==> src/rtl/i2cmts_pkg.sv <==
// Shared types and codes for the I2C master transaction sequencer.
`timescale 1ns / 1ps
package i2cmts_pkg;

    typedef enum logic [1:0] {
        OP_LOAD,
        OP_BEGIN,
        OP_STATUS
    } op_t;

    typedef enum logic [2:0] {
        ACT_NONE,
        ACT_START,
        ACT_SEND,
        ACT_ACK,
        ACT_NACK,
        ACT_STOP
    } action_t;

    localparam logic [7:0] ST_MASK         = 8'hF8;
    localparam logic [7:0] ST_START        = 8'h08;
    localparam logic [7:0] ST_REP_START    = 8'h10;
    localparam logic [7:0] ST_MT_SLA_ACK   = 8'h18;
    localparam logic [7:0] ST_MT_DATA_ACK  = 8'h28;
    localparam logic [7:0] ST_MR_SLA_ACK   = 8'h40;
    localparam logic [7:0] ST_MR_DATA_ACK  = 8'h50;
    localparam logic [7:0] ST_MR_DATA_NACK = 8'h58;

    localparam logic [5:0] POS_MAX = 6'd63;

    typedef struct packed {
        logic       rejected;
        logic       busy_now;
        logic [7:0] fail_status;
        logic       failed;
        logic       done_res;
        logic [4:0] rx_position;
        logic [7:0] rx_data;
        logic       rx_valid;
        logic [7:0] tx_byte;
        action_t    action;
    } result_t;

endpackage

==> src/rtl/i2cmts_ram.sv <==
// Generic single-port-write, registered-read RAM.
`timescale 1ns / 1ps
module i2cmts_ram #(
    parameter int WIDTH = 8,
    parameter int DEPTH = 32
) (
    input  logic                     clk,
    input  logic                     we,
    input  logic [$clog2(DEPTH)-1:0] waddr,
    input  logic [WIDTH-1:0]         wdata,
    input  logic [$clog2(DEPTH)-1:0] raddr,
    output logic [WIDTH-1:0]         rdata
);

    logic [WIDTH-1:0] mem [DEPTH];

    always_ff @(posedge clk)
    begin
        if (we)
        begin
            mem[waddr] <= wdata;
        end
        rdata <= mem[raddr];
    end

endmodule

==> src/rtl/i2c_master_transaction_sequencer.sv <==
// Top level of the I2C master transaction sequencer.
// An accepted item is held in the input register; its result item is registered in the output register.
// Throughput: one item per cycle while the result output is not stalled; the store read
// address is taken from the next send position, so each send byte is ready in time.
// Reset: rst_n clears the pipeline valids, busy flag, counters and address byte.
// The byte store is not cleared; entries hold undefined data until loaded.
`timescale 1ns / 1ps
module i2c_master_transaction_sequencer
    import i2cmts_pkg::*;
#(
    parameter int BUF_DEPTH = 32
) (
    input  logic        clk,
    input  logic        rst_n,
    input  logic        s_tvalid,
    output logic        s_tready,
    // read_not_write, address[6:0], length[4:0], payload_byte[7:0], status[7:0],
    // rx_byte[7:0], zero pad
    input  logic [39:0] s_tdata,
    // op[1:0]
    input  logic [1:0]  s_tuser,
    output logic        m_tvalid,
    input  logic        m_tready,
    // action[2:0], tx_byte[7:0], rx_valid, rx_data[7:0], rx_position[4:0],
    // done_res, failed, fail_status[7:0], busy_now, rejected, zero pad
    output logic [39:0] m_tdata
);

    localparam int AW = $clog2(BUF_DEPTH);
    localparam logic [AW-1:0] IDX_LAST = AW'(BUF_DEPTH - 1);

    logic          in_valid_reg, in_valid_next;
    op_t           in_op_reg;
    logic          in_rnw_reg;
    logic [6:0]    in_addr_reg;
    logic [4:0]    in_len_reg;
    logic [7:0]    in_payload_reg;
    logic [7:0]    in_status_reg;
    logic [7:0]    in_rx_reg;

    logic          busy_reg, busy_next;
    logic [5:0]    pos_reg, pos_next;
    logic [5:0]    total_reg, total_next;
    logic [AW-1:0] load_ptr_reg, load_ptr_next;
    logic [AW-1:0] sidx_reg, sidx_next;
    logic [7:0]    sla_reg, sla_next;

    logic          out_valid_reg, out_valid_next;
    result_t       out_reg, res;

    logic          accept, proc;
    logic          ram_we;
    logic [7:0]    ram_rdata;
    logic [7:0]    st_masked;
    logic [5:0]    pos_m1;

    assign proc     = in_valid_reg && (!out_valid_reg || m_tready);
    assign s_tready = !in_valid_reg || proc;
    assign accept   = s_tvalid && s_tready;

    assign in_valid_next  = accept ? 1'b1 : (proc ? 1'b0 : in_valid_reg);
    assign out_valid_next = proc ? 1'b1 : (m_tready ? 1'b0 : out_valid_reg);

    assign st_masked = in_status_reg & ST_MASK;
    assign pos_m1    = pos_reg - 6'd1;

    i2cmts_ram #(
        .WIDTH (8),
        .DEPTH (BUF_DEPTH)
    ) u_store (
        .clk   (clk),
        .we    (ram_we),
        .waddr (load_ptr_reg),
        .wdata (in_payload_reg),
        .raddr (sidx_next),
        .rdata (ram_rdata)
    );

    always_comb
    begin
        busy_next     = busy_reg;
        pos_next      = pos_reg;
        total_next    = total_reg;
        load_ptr_next = load_ptr_reg;
        sidx_next     = sidx_reg;
        sla_next      = sla_reg;
        ram_we        = 1'b0;
        res           = '0;
        res.action    = ACT_NONE;

        if (proc)
        begin
            unique case (in_op_reg)
                OP_LOAD:
                begin
                    if (busy_reg)
                    begin
                        res.rejected = 1'b1;
                    end
                    else
                    begin
                        ram_we        = 1'b1;
                        load_ptr_next = (load_ptr_reg == IDX_LAST) ? '0
                                                                   : load_ptr_reg + 1'b1;
                    end
                end
                OP_BEGIN:
                begin
                    if (busy_reg)
                    begin
                        res.rejected = 1'b1;
                    end
                    else
                    begin
                        sla_next      = {in_addr_reg, in_rnw_reg};
                        total_next    = {1'b0, in_len_reg} + 6'd1;
                        pos_next      = '0;
                        load_ptr_next = '0;
                        sidx_next     = IDX_LAST;
                        busy_next     = 1'b1;
                        res.action    = ACT_START;
                    end
                end
                OP_STATUS:
                begin
                    if (busy_reg)
                    begin
                        unique case (st_masked) inside
                            ST_START, ST_REP_START, ST_MT_SLA_ACK, ST_MT_DATA_ACK:
                            begin
                                if (pos_reg < total_reg)
                                begin
                                    res.action  = ACT_SEND;
                                    res.tx_byte = (pos_reg == '0) ? sla_reg : ram_rdata;
                                    if (pos_reg != POS_MAX)
                                    begin
                                        pos_next  = pos_reg + 6'd1;
                                        sidx_next = (sidx_reg == IDX_LAST) ? '0
                                                                           : sidx_reg + 1'b1;
                                    end
                                end
                                else
                                begin
                                    res.action   = ACT_STOP;
                                    res.done_res = 1'b1;
                                    busy_next    = 1'b0;
                                end
                            end
                            ST_MR_DATA_ACK, ST_MR_DATA_NACK:
                            begin
                                res.rx_valid    = 1'b1;
                                res.rx_data     = in_rx_reg;
                                res.rx_position = (pos_reg == '0) ? '0 : pos_m1[4:0];
                                if (pos_reg != POS_MAX)
                                begin
                                    pos_next  = pos_reg + 6'd1;
                                    sidx_next = (sidx_reg == IDX_LAST) ? '0
                                                                       : sidx_reg + 1'b1;
                                end
                                if (st_masked == ST_MR_DATA_ACK)
                                begin
                                    res.action = ({1'b0, pos_next} + 7'd1 < {1'b0, total_reg})
                                                 ? ACT_ACK : ACT_NACK;
                                end
                                else
                                begin
                                    res.action   = ACT_STOP;
                                    res.done_res = 1'b1;
                                    busy_next    = 1'b0;
                                end
                            end
                            ST_MR_SLA_ACK:
                            begin
                                res.action = ({1'b0, pos_reg} + 7'd1 < {1'b0, total_reg})
                                             ? ACT_ACK : ACT_NACK;
                            end
                            default:
                            begin
                                res.action      = ACT_STOP;
                                res.done_res    = 1'b1;
                                res.failed      = 1'b1;
                                res.fail_status = st_masked;
                                busy_next       = 1'b0;
                            end
                        endcase
                    end
                end
                default:
                begin
                    res.action = ACT_NONE;
                end
            endcase
        end

        res.busy_now = busy_next;
    end

    always_ff @(posedge clk or negedge rst_n)
    begin
        if (!rst_n)
        begin
            in_valid_reg  <= 1'b0;
            out_valid_reg <= 1'b0;
            busy_reg      <= 1'b0;
            pos_reg       <= '0;
            total_reg     <= '0;
            load_ptr_reg  <= '0;
            sidx_reg      <= IDX_LAST;
            sla_reg       <= '0;
        end
        else
        begin
            in_valid_reg  <= in_valid_next;
            out_valid_reg <= out_valid_next;
            busy_reg      <= busy_next;
            pos_reg       <= pos_next;
            total_reg     <= total_next;
            load_ptr_reg  <= load_ptr_next;
            sidx_reg      <= sidx_next;
            sla_reg       <= sla_next;
        end
    end

    always_ff @(posedge clk)
    begin
        if (accept)
        begin
            in_op_reg      <= op_t'(s_tuser);
            in_rnw_reg     <= s_tdata[0];
            in_addr_reg    <= s_tdata[7:1];
            in_len_reg     <= s_tdata[12:8];
            in_payload_reg <= s_tdata[20:13];
            in_status_reg  <= s_tdata[28:21];
            in_rx_reg      <= s_tdata[36:29];
        end
        if (proc)
        begin
            out_reg <= res;
        end
    end

    assign m_tvalid = out_valid_reg;
    assign m_tdata  = {3'b000, out_reg};

endmodule

==> config.mk <==
export PLATFORM = sky130hd
export DESIGN_NAME = i2c_master_transaction_sequencer
export DESIGN_NICKNAME = d
export VERILOG_FILES = /design/src/rtl/i2cmts_pkg.sv /design/src/rtl/i2cmts_ram.sv /design/src/rtl/i2c_master_transaction_sequencer.sv
export SDC_FILE = /design/constraint.sdc
export NUM_CORES = 1
export LEC_CHECK = 0
export ABC_AREA = 1
export BUFFER_PORTS_ARGS = -buffer_cell sky130_fd_sc_hd__buf_2
export CAP_MARGIN = 40
export CORE_ASPECT_RATIO = 1.25
export CORE_MARGIN = 3
export CORE_UTILIZATION = 30
export DETAILED_ROUTE_END_ITERATION = 16
export GPL_ROUTABILITY_DRIVEN = 0
export MAX_ROUTING_LAYER = met4
export PLACE_DENSITY_LB_ADDON = 0.15
export SYNTH_ARGS = -nofsm -noshare
export SYNTH_HDL_FRONTEND = slang
export SYNTH_SLANG_ARGS = --single-unit
==> constraint.sdc <==
create_clock -name clk -period 6.3 [get_ports clk]
set_input_delay 0.315 -clock clk [delete_from_list [all_inputs] [get_ports clk]]
set_output_delay 0.315 -clock clk [all_outputs]
set_load 0.01 [all_outputs]
# Word-level counts from Yosys, hierarchy flattened
# Memory sizes are Yosys's and may differ from the RTL's. A register that Yosys moved wholly into a read port is not among the register bits.
# Index checks and enable logic that the tools add are counted.
[classes] multipliers=0 n_eq_ne=17 div_mod_pow=0 n_addsub=7 muxes=52 reduce_logical=24 n_shift=0 n_lt_le_gt_ge=3 bitwise=3
[op_table] op="$mux W6" n=8
[op_table] op="$mux W5" n=9
[op_table] op="$pmux W5 S2" n=3
[op_table] op="$pmux W6 S2" n=2
[op_table] op="$mux W1" n=19
[op_table] op="$eq A5 B4 Y1 const B" n=3
[op_table] op="$mux W3" n=5
[op_table] op="$add A6 B1 Y7 const B" n=2
[op_table] op="$lt A7 B6 Y1" n=2
[op_table] op="$add A5 B1 Y5 const B" n=2
[op_table] op="$eq A5 B2 Y1 const B" n=2
[op_table] op="$eq A5 B5 Y1 const B" n=2
[op_table] op="$pmux W3 S3" n=1
[op_table] op="$reduce_or A9 Y1" n=1
[op_table] op="$mux W8" n=1
[op_table] op="$reduce_and A4 Y1" n=2
[op_table] op="$reduce_bool A2 Y1" n=4
[op_table] op="$reduce_or A4 Y1" n=2
[op_table] op="$reduce_or A7 Y1" n=1
[op_table] op="$add A5 B1 Y6 const B" n=1
[op_table] op="$add A6 B1 Y6 const B" n=1
[op_table] op="$logic_not A6 Y1" n=1
[op_table] op="$lt A6 B6 Y1" n=1
[op_table] op="$ne A2 B2 Y1 const B" n=3
[op_table] op="other kinds (20)" n=28
[word_totals] romBits=0 output_inout_bits=42 register_bits=109 latch_bits=0 ramBits=256 memories=1
[memory_table] memory="u_store.mem" depth=32 word_bits=8 read_ports=1 rd_clocked_by_memory_dff=1 wr=1 line="i2cmts_ram.sv:15" text="logic [WIDTH-1:0] mem [DEPTH];"

# Longest topological paths before layout
[logic_depth] ltp_word=13 depth_mapped=23 ltp_nobuf=21

# Hierarchy
# Synthesis repeated with hierarchy kept, for this count alone.
[unflattened] hier_cells=1430 hier_area_um2=15927.8
[by_module_without_submodules] module="i2cmts_ram" seq_area_each_um2=7847.5 instances=1 cells_each=922 area_each_um2=10786.6
[by_module_without_submodules] module="i2c_master_transaction_sequencer" seq_area_each_um2=2934.1 instances=1 cells_each=508 area_each_um2=5141.2

# Worst setup path before layout
# No wires, ideal clock.
[synth_timing] path_kind="register to register" from="reg pos_reg[0]" to="reg out_reg, in the netlist m_tdata[1] (data pin)" path_stages_with_launch=20 arrival_ns=2.432 synth_period_minus_slack_ns=2.691 slack_ns=3.609 setup_ns=0.259 cell_sequence="dfrtp_1 > ha_1 > nand3_2 > nor2_2 > buf_4 > inv_2 > o21ai_0 > nand3_1 > nor2_1 > nand2_1 > nand2_1 > inv_1 > ha_1 > nand3_1 > nand2_1 > o21ai_0 > nand3_1 > nand2_1 > o21ai_0 > nor3_1"
[synth_rtl] item="start: declaration" line="i2c_master_transaction_sequencer.sv:42" text="logic [5:0] pos_reg, pos_next;"
[synth_rtl] item="start signal: assignment" line="i2c_master_transaction_sequencer.sv:216" text="pos_reg <= pos_next;"
[synth_rtl] item="end signal: assignment" line="i2c_master_transaction_sequencer.sv:238" text="out_reg <= res;"
[synth_rtl] item="end: declaration" line="i2c_master_transaction_sequencer.sv:49" text="result_t out_reg, res;"

# Final worst setup path
[layout_timing] from="reg pos_reg[0]" to="reg u_store.rdata[5], read port of u_store.mem"
[layout_between] elab_chain_cells=7
[layout_lines] item="parallel branches: the longest is 3 deep, another holds $lt A6 B6 Y1"
[layout_lines] item="$pmux W5 S2 (*)" line="i2c_master_transaction_sequencer.sv:128" text="unique case (st_masked) inside"
[layout_lines] item="$mux W5 (*)" line="i2c_master_transaction_sequencer.sv:126" text="if (busy_reg)"
[layout_lines] item="$pmux W5 S2 (*)" line="i2c_master_transaction_sequencer.sv:93" text="unique case (in_op_reg)"
[layout_lines] item="$mux W5 (*)" line="i2c_master_transaction_sequencer.sv:91" text="if (proc)"
[layout_lines] item="end: declaration" line="i2cmts_ram.sv:12" text="output logic [WIDTH-1:0] rdata"
# Every way passes the cells marked *.
# A chain may end at the register's enable or synchronous reset.

==> flow_metrics.tcl <==
set metrics [dict create \
    grt_pass1_wl_mm 68.69 \
    design_area_um2 19180 \
    cp_data_required_time_ns 6.74 \
    power_density_nw_per_um2 375.8 \
    reg2reg_depth 19 \
    yosys.area.top_type "edfxtp_1" \
    cellLeakagePower_nw 7.886 \
    ys_ff_latch 367 \
    insertion_delay_ns 0.57 \
    slew_violations 0 \
    ys_top_cells_by_count "nand2_1 (419), edfxtp_1 (326), nand3_1 (303)" \
    rsz0062_at_grt "no" \
    yosys-top-cells-area "edfxtp_1 (60%), nand2_1 (9.6%), nand3_1 (9.3%)" \
    arrival_ns 4.55 \
    syn_inst 1563 \
    total_power_mw 7.209 \
    die_w_um 214.7 \
    drt_iter0_markers 731 \
    relSlewSlack_pct 40.04 \
    cts_tree "done" \
    setup_tns_ns 0 \
    drt_wl_total_mm 44.35 \
    criticalPathCategory "reg2reg" \
    dr.pass1.iters 5 \
    rrSetupSlack_ns 2.18 \
    initial_utilization_pct 30.33 \
    dpl_cell_area_um2 17580 \
    htreeDepth 2 \
    synth-async-reset-ratio_pct 8.992 \
    numClockSinks 367 \
    largest_register "u_store.mem" \
    drc 0 \
    synth_cell_type_count 38 \
    largest_reg_flops 256 \
    fp.dieArea_um2 57300 \
    r2r-start "pos_reg[0]" \
    end_kind "register" \
    syn_area_um2 16330 \
    grt_start_max_net_pins 75 \
    layout_worst_path_cycle_share_pct 65.35 \
    synth_edf_count 326 \
    worst_slack_ns 2.183 \
    viasPerCell 4.609 \
    grt_pass1_vias 11290 \
    layout-drive-gt1-share_pct 11.68 \
    grt_overflow 0 \
    pin_count 88 \
    finalClockSkew_ns 0.01961 \
    ys_seq_area_share_pct 66.01 \
    drt-wirelength-per-cell_um 18.18 \
    cts_setup_buffers 0 \
    tightest_slew_ns 0.8994 \
    synth_top_cell_area_share_pct 59.94 \
    drv_cap 0 \
    finalHoldViolCount 0 \
    fin_worst_hold_slack_ns 0.1034 \
    cp-start-kind "register" \
    synth-warning-count 0 \
    dp_hpwl_mm 27.19 \
    setup_violations 0 \
    fp.dieH_um 266.9 \
    grtUsageTotal_pct 16.06 \
    root_buffer "clkbuf_16" \
    hp-class "in2async" \
    fin_crit_ns 4.117 \
    avgSynthCellArea_um2 10.45 \
    numPortBuffers 75 \
    yosysMostFrequentCell "nand2_1" \
    irDropWorstVdd_mv 0.1628 \
    dr_total_vias 11250 \
    cts_buffers 40 \
    cp_max_fo 68 \
    place_ws_ns 2.180 \
    syn_to_final_growth_pct 17.45 \
    fmax_mhz 242.9 \
    clockBufferDepth 3 \
    nNetsFinal 1759 \
    ant_nets 0 \
    timing.rr.end "u_store.rdata[5]" \
    row_count 95 \
    cts.clk_slew.worst_paths_ns 0.06 \
    antenna_found_initial 0 \
    core_area_um2 53850 \
    synthFlopType "edfxtp_1" \
    cts_resized 0 \
    status "completed" \
]
metrics by stage:
step,utilization (%),cells
floorplan,-,1568
global placement,32.24,2310
detailed placement,32.65,2327
CTS,35.62,2439
global route,35.62,2439
finish,35.63,2440
routing by layer:
layer	wire length [um]	GRT usage, %	share of wire, %	up-vias
li1	-	-	-	5465
met3	1980	2.915	4.5	86
met1	18590	18.98	42	5449
met2	22400	27.81	51	245
met5	0	-	0	-
met4	1373	5.289	3.1	0
report_power, final:
group          switching [mW]  internal, mW  total [mW]
Clock                   0.970          1.26        2.23
Combinational            1.41         0.622        2.03
Sequential              0.102          2.85        2.95
placed cells by master (no fill, tap or decap), drive strengths merged:
cell,instances
nand2,426
nand3,305
buf,108
conb,6
nor3,9
a31oi,2
a22oi,3
nor2,79
clkinv,16
or2,9
o211ai,1
edfxtp,326
dfstp,5
and3,1
nor4,1
diode,1
dlygate4sd3,39
clkbuf,54
clkinvlp,1
dfrtp,28
a21o,1
dfxtp,8
inv,177
a31o,1
a21oi,24
nand4,3
o21ai,35
ha,32
xor2,10
bufinv,2
area by class of cell:
class | count | area [um2]
clock inverter | 19 | 156.4
antenna | 1 | 2.502
clock buffer | 54 | 1054
tap | 727 | 909.6
inverter | 177 | 664.4
multi-input combinational | 948 | 4509
sequential | 367 | 10780
timing repair buffer | 147 | 1106
fill | 5362 | 34660
worst max path at each step:
stage	slack, ns	startpoint	cells past startpoint	end
floorplan	3.61	pos_reg[0]	19	m_tdata[1]
global placement	2.05	pos_reg[0]	16	u_store.rdata[7]
detailed placement	2.18	pos_reg[0]	19	u_store.rdata[5]
CTS	2.16	pos_reg[4]	19	u_store.rdata[5]
global route	1.85	pos_reg[0]	18	u_store.rdata[5]
finish	2.18	pos_reg[0]	19	u_store.rdata[5]
cells by family (layout without fill, tap and decap cells):
| kind of cell | after synthesis | count (layout) | synth area share (%) |
|---|---|---|---|
| AOI/OAI and AO/OA | 67 | 67 | 2.252 |
| and+or+nand+nor | 833 | 833 | 22.02 |
| DFF | 367 | 367 | 66.01 |
| xor gates and xnor gates | 10 | 10 | 0.5362 |
| adders and majority gates | 32 | 32 | 2.451 |
| other | 1 | 7 | 0.02296 |
| buffers and inverters | 253 | 397 | 6.703 |
repair_timing:
item	4_1_cts	5_1_grt
hold buffers	39	0
endpoints found under the hold margin	69	0
setup endpoints to repair	0	0
worst max-delay path: stages, from the launching register on:
cell	delay (ns)
dfrtp_1	0.48
ha_1	0.24
nand3_2	0.11
nor2_2	0.43
nor2_1	0.08
nand3_1	0.08
a21oi_1	0.06
nand2_1	0.06
nand2_1	0.08
nand2_4	0.56
nand2_8	0.48
buf_16	0.37
nand2_1	0.10
nand2_1	0.05
nand2_1	0.05
nand3_1	0.10
nand3_1	0.31
nand2_1	0.09
nand2_1	0.06
nand2_1	0.09
Note: power is estimated with default switching activity, not from simulation.
